[config.mk]
export PLATFORM = sky130hd
export DESIGN_NAME = kwm_cmp
export DESIGN_NICKNAME = d
export VERILOG_FILES = /design/src/assert_macros.svh /design/src/kwm_pkg.sv /design/src/kwm_cmp.sv
export SDC_FILE = /design/constraint.sdc
export NUM_CORES = 1
export LEC_CHECK = 0
export ABC_AREA = 1
export BUFFER_PORTS_ARGS = -buffer_cell sky130_fd_sc_hd__buf_2
export CAP_MARGIN = 5
export CORE_AREA = 8 8 70 72
export DETAILED_ROUTE_END_ITERATION = 6
export DIE_AREA = 0 0 78 80
export MAX_ROUTING_LAYER = met4
export PLACE_DENSITY_LB_ADDON = 0.25
export SYNTH_ARGS = -nofsm -noshare
export SYNTH_HDL_FRONTEND = slang
export SYNTH_SLANG_ARGS = --single-unit
[constraint.sdc]
create_clock -name vclk -period 5.7
set_clock_uncertainty 0.2 [all_clocks]
set_input_delay 0.57 -clock vclk [all_inputs]
set_output_delay 0.57 -clock vclk [all_outputs]
set_load 0.01 [all_outputs]
[src/assert_macros.svh]
// assertion macros shared by the merge heap rtl
// depends on a clock named i_clk and an active-low reset named i_rst_n in scope
`ifndef ASSERT_MACROS_SVH
`define ASSERT_MACROS_SVH

// condition that holds at every rising clock edge out of reset
`define KWM_ASSERT_ALWAYS(label, cond, msg) \
    label: assert property (@(posedge i_clk) disable iff (!i_rst_n) (cond)) \
        else $error(msg);

// antecedent in one cycle implies consequent in the next
`define KWM_ASSERT_NEXT(label, ante, cons, msg) \
    label: assert property (@(posedge i_clk) disable iff (!i_rst_n) (ante) |=> (cons)) \
        else $error(msg);

`endif

[src/kwm_pkg.sv]
// shared types and constants of the k-way merge heap unit
// no dependencies
package kwm_pkg;

    localparam int VALUE_W = 32;
    localparam int LID_W   = 6;

    typedef logic signed [VALUE_W-1:0] t_value;
    typedef logic [LID_W-1:0]          t_lid;

    // one heap slot: list id and the cached head value of that list
    typedef struct packed {
        t_lid   id;
        t_value val;
    } t_entry;

    // request kinds
    localparam logic KIND_LOAD = 1'b0;
    localparam logic KIND_POP  = 1'b1;

    // compare unit verdict
    typedef struct packed {
        logic go_left;
        logic go_right;
        logic up_swap;
    } t_cmp_res;

    typedef enum logic [3:0] {
        ST_IDLE,
        ST_FILL_RD,
        ST_FILL_WR,
        ST_HB_NEXT,
        ST_HB_LD,
        ST_SD_RD,
        ST_SD_CMP,
        ST_POP_RD,
        ST_POP_TAKE,
        ST_RF_RD,
        ST_RF_LD,
        ST_SU_RD,
        ST_SU_CMP,
        ST_DONE
    } t_state;

endpackage

[src/kwm_cmp.sv]
// shared head comparator for sift-down and sift-up steps
// depends on kwm_pkg
module kwm_cmp (
    input  kwm_pkg::t_value   i_x,
    input  kwm_pkg::t_value   i_a,
    input  kwm_pkg::t_value   i_b,
    input  logic              i_b_ok,
    output kwm_pkg::t_cmp_res o_res
);

    logic           lt_l;
    logic           lt_r;
    kwm_pkg::t_value key_s;

    // sift-down: strict less-than, left child preferred on ties
    always_comb begin
        lt_l  = i_a < i_x;
        key_s = lt_l ? i_a : i_x;
        lt_r  = i_b_ok && (i_b < key_s);
        o_res.go_right = lt_r;
        o_res.go_left  = lt_l && !lt_r;
        // sift-up: parent moves down on strict greater-than
        o_res.up_swap  = i_a > i_x;
    end

endmodule

[Word level (Yosys, flattened, before mapping)]
Cells that the tools add are included.
Cells by class
  add/sub/neg operators: 0
  multipliers: 0
  div/mod/pow operators: 0
  $lt $le $gt $ge: 3
  equal/unequal tests: 0
  shifts and indexed selects: 0
  muxes and demuxes: 1
  bitwise operators: 0
  reduce and logical (&&, ||, !) cells: 3
Operators with widths (number)
  $lt A32 B32 Y1: 2
  $gt A32 B32 Y1: 1
  $mux W32: 1
  $logic_and A1 B1 Y1: 2
  $logic_not A1 Y1: 1
Word-level totals
  flip-flop bits (word level): 0
  latch bits: 0
  bits in writable memories: 0
  ROM bits: 0
  output and inout port bits: 3
  logic and storage cells: 7
  memories: 0

[Depth between registers and ports, before layout]
  depth after elaboration: 6
  mapped depth: 31
  gate-level depth less buffers: 31

[Worst setup path before layout]
No wires, ideal clock.
  kind: input to output
  start: input i_x[31]
  end: output o_res[1] (netlist bit)
  arrival: 3.454 ns
  data required time: 4.930 ns
  slack: 1.476 ns
  stages: 19
  buffers on the path: 2
  cells stage by stage: inv_1 -> ha_1 -> a21oi_1 -> o21a_1 -> nand2_1 -> a21oi_4 -> nand3_2 -> nand2_1 -> clkbuf_1 -> o21ai_0 -> ha_1 -> nand4_1 -> or3_1 -> nor4_1 -> nand2_1 -> nand3_1 -> nand2_1 -> nor2_2 -> buf_4
On the way
  word-level cells in the longest chain between the ends: 4
Ends and longest elaborated chain
  start: declaration: RTL line kwm_cmp.sv:4  | input kwm_pkg::t_value i_x,
  $lt A32 B32 Y1: RTL line kwm_cmp.sv:17  | lt_l = i_a < i_x;
  $mux W32 *: RTL line kwm_cmp.sv:18  | key_s = lt_l ? i_a : i_x;
  $lt A32 B32 Y1 *: RTL line kwm_cmp.sv:19  | lt_r = i_b_ok && (i_b < key_s);
  $logic_and A1 B1 Y1 *: RTL line kwm_cmp.sv:19
  end: declaration: RTL line kwm_cmp.sv:8  | output kwm_pkg::t_cmp_res o_res
Mark *: on every way between the ends. The rest lies on a longest branch, timed or not.

==> flow_metrics.env <==
export IMPL_crit_chain="buf_2 -> inv_1 -> ha_1 -> nand4_1 -> nor3_1 -> nand2_1 -> nand2_1 -> nand2_2 -> nand2_2 -> nand2_2 -> nand2_2 -> o21ai_0 -> ha_1 -> nand4_1 -> or3_1 -> nor4_1 -> nand2_1 -> a21oi_1 -> nor2_2 -> nor2_2 -> buf_2"
export IMPL_synth_commonest_cells="85 x nand2_1, 63 x ha_1, 41 x inv_1"
export IMPL_drt_iter0_drc=55
export IMPL_grt_pass1_wl_microns=8760
export IMPL_synth_area_leader_cell="ha_1"
export IMPL_seq_cell_count=0
export IMPL_rsz0062_at_grt="false"
export IMPL_clock_fmax_mhz=193
export IMPL_port_buffers=100
export IMPL_syn_to_final_growth_pct=27.8
export IMPL_grt_max_degree=64
export IMPL_drcViolationCount=0
export IMPL_core_sq_um=3860
export IMPL_fillers=393
export IMPL_die_width_microns=78
export IMPL_regArea_sq_um=0
export IMPL_slew_viol_final=0
export IMPL_yosysUniqueCellTypes=26
export IMPL_place_hpwl_microns=4660
export IMPL_syn_area_per_cell_sq_um=6.21
export IMPL_vias_per_cell=4.94
export IMPL_cap_violations=0
export IMPL_die_area_sq_um=6240
export IMPL_track_usage_pct=16.0
export IMPL_initial_core_util_pct=49.9
export IMPL_path_delay_family="simple AND/OR/NAND/NOR gates"
export IMPL_syn_area_sq_um=1920
export IMPL_cp_buffers_inverters=3
export IMPL_utilization_pct=63.8
export IMPL_cts_setup_buffers=0
export IMPL_synth_most_common_cell="nand2_1"
export IMPL_period_share_pct=90.7
export IMPL_setup_viol=0
export IMPL_diodes=0
export IMPL_status="complete, no violations"
export IMPL_fin_nets=565
export IMPL_vias=2238
export IMPL_whs_ns=1.28
export IMPL_cp_slowest_cell="nand2_2"
export IMPL_cp_arrival_ns=4.40
export IMPL_syn_num_nets=470
export IMPL_drt_first_pass_iters=4
export IMPL_multi_input_area_sq_um=1730
export IMPL_crit_top_cell="nand2_2"
export IMPL_postCtsHoldBufs=0
export IMPL_worst_pin_slew_ns=0.952
export IMPL_power_density_nw_per_um2=105
export IMPL_synthCells=310
export IMPL_first_global_vias=2232
export IMPL_tns_ns=0
export IMPL_max_stage_delay_ns=0.71
export IMPL_post_place_ws_ns=0.582
export IMPL_wl_per_cell_microns=11.3
export IMPL_start_kind="input port"
export IMPL_p_leak_nw=1.49
export IMPL_drtAntennaViolNets=0
export IMPL_finalHoldViolations=0
export IMPL_cp_required_ns=4.93
export IMPL_wl_microns=5120
export IMPL_grt_overflow_total=0
export IMPL_drive_above_1_share_pct=29.3
export IMPL_yosysSeqAreaShare_pct=0
export IMPL_synthTopCellsByArea="ha_1 41%, nand2_1 17%, o21ai_0 8.1%"
export IMPL_netlist_area_leader_share_pct=41.0
export IMPL_finalCriticalPeriod_ns=5.17
export IMPL_peakVddDrop_mv=0.0616
export IMPL_fin_ws_ns=0.531
export IMPL_criticalPathCategory="input port to output port"
export IMPL_io_pins=100
export IMPL_grt_antenna_before_repair=0
export IMPL_crit_path_end_kind="output port"
export IMPL_maxSlewHeadroom_pct=36.3
export IMPL_hold_class="input port to output port"
export IMPL_core_rowCount=23
export IMPL_cts_resized=0
export IMPL_gp_congestion=0.865
export IMPL_path_max_fanout=63
export IMPL_nClkBuffers=0
export IMPL_yosysWarnings=0
export IMPL_die_h_microns=80
-- metrics by stage --
step	instance area, sq um	total power [mW]	instances
final	2460	0.258	453
after global routing	2460	0.300	453
after CTS	2460	0.259	453
after detailed placement	2460	0.257	453
after global placement	2460	0.249	453
after floorplan	1920	0.180	310
-- per-layer routing --
metal / global-route usage (%) / routed length [microns]
met4: 0.741 / 14
met5: - / 0
met3: 2.82 / 297
met1: 18.6 / 2360
met2: 29.4 / 2450
-- cells by family (layout without fill, tap and decap cells) --
group / Yosys count / in the layout / share of synthesized area (%)
fa+ha+maj: 63 / 63 / 41.0
buf+inv: 52 / 145 / 10.3
simple gates: 124 / 124 / 27.8
compound gates: 71 / 71 / 20.9
-- final timing paths --
check                 startpoint  endpoint  slack [ns]  cells after the start
worst max-delay path     i_x[11]  o_res[2]        0.53                     21
worst min-delay path      i_b_ok  o_res[1]        1.28                      4
-- report_power, final --
group	total (mW)	internal, mW	switching [mW]
clock network	0	0	0
logic	0.258	0.112	0.145
registers	0	0	0
-- area by class of cell --
class	count	area share, %
multi-input cells	258	70.2
inverters	45	6.87
well taps	50	2.54
repair buffers	100	20.3
-- layout by cell type, fill, tap and decap left out, drive strengths merged --
cell,instances
a211oi,4
nand4,5
inv,45
nand2,90
nand3,8
a32oi,1
buf,100
or3,1
o221a,1
a21oi,27
a21o,1
nor2,15
nor3,4
nor4,1
o21a,2
o21ai,33
ha,63
o221ai,2
Note: power is estimated with default switching activity, not from simulation.
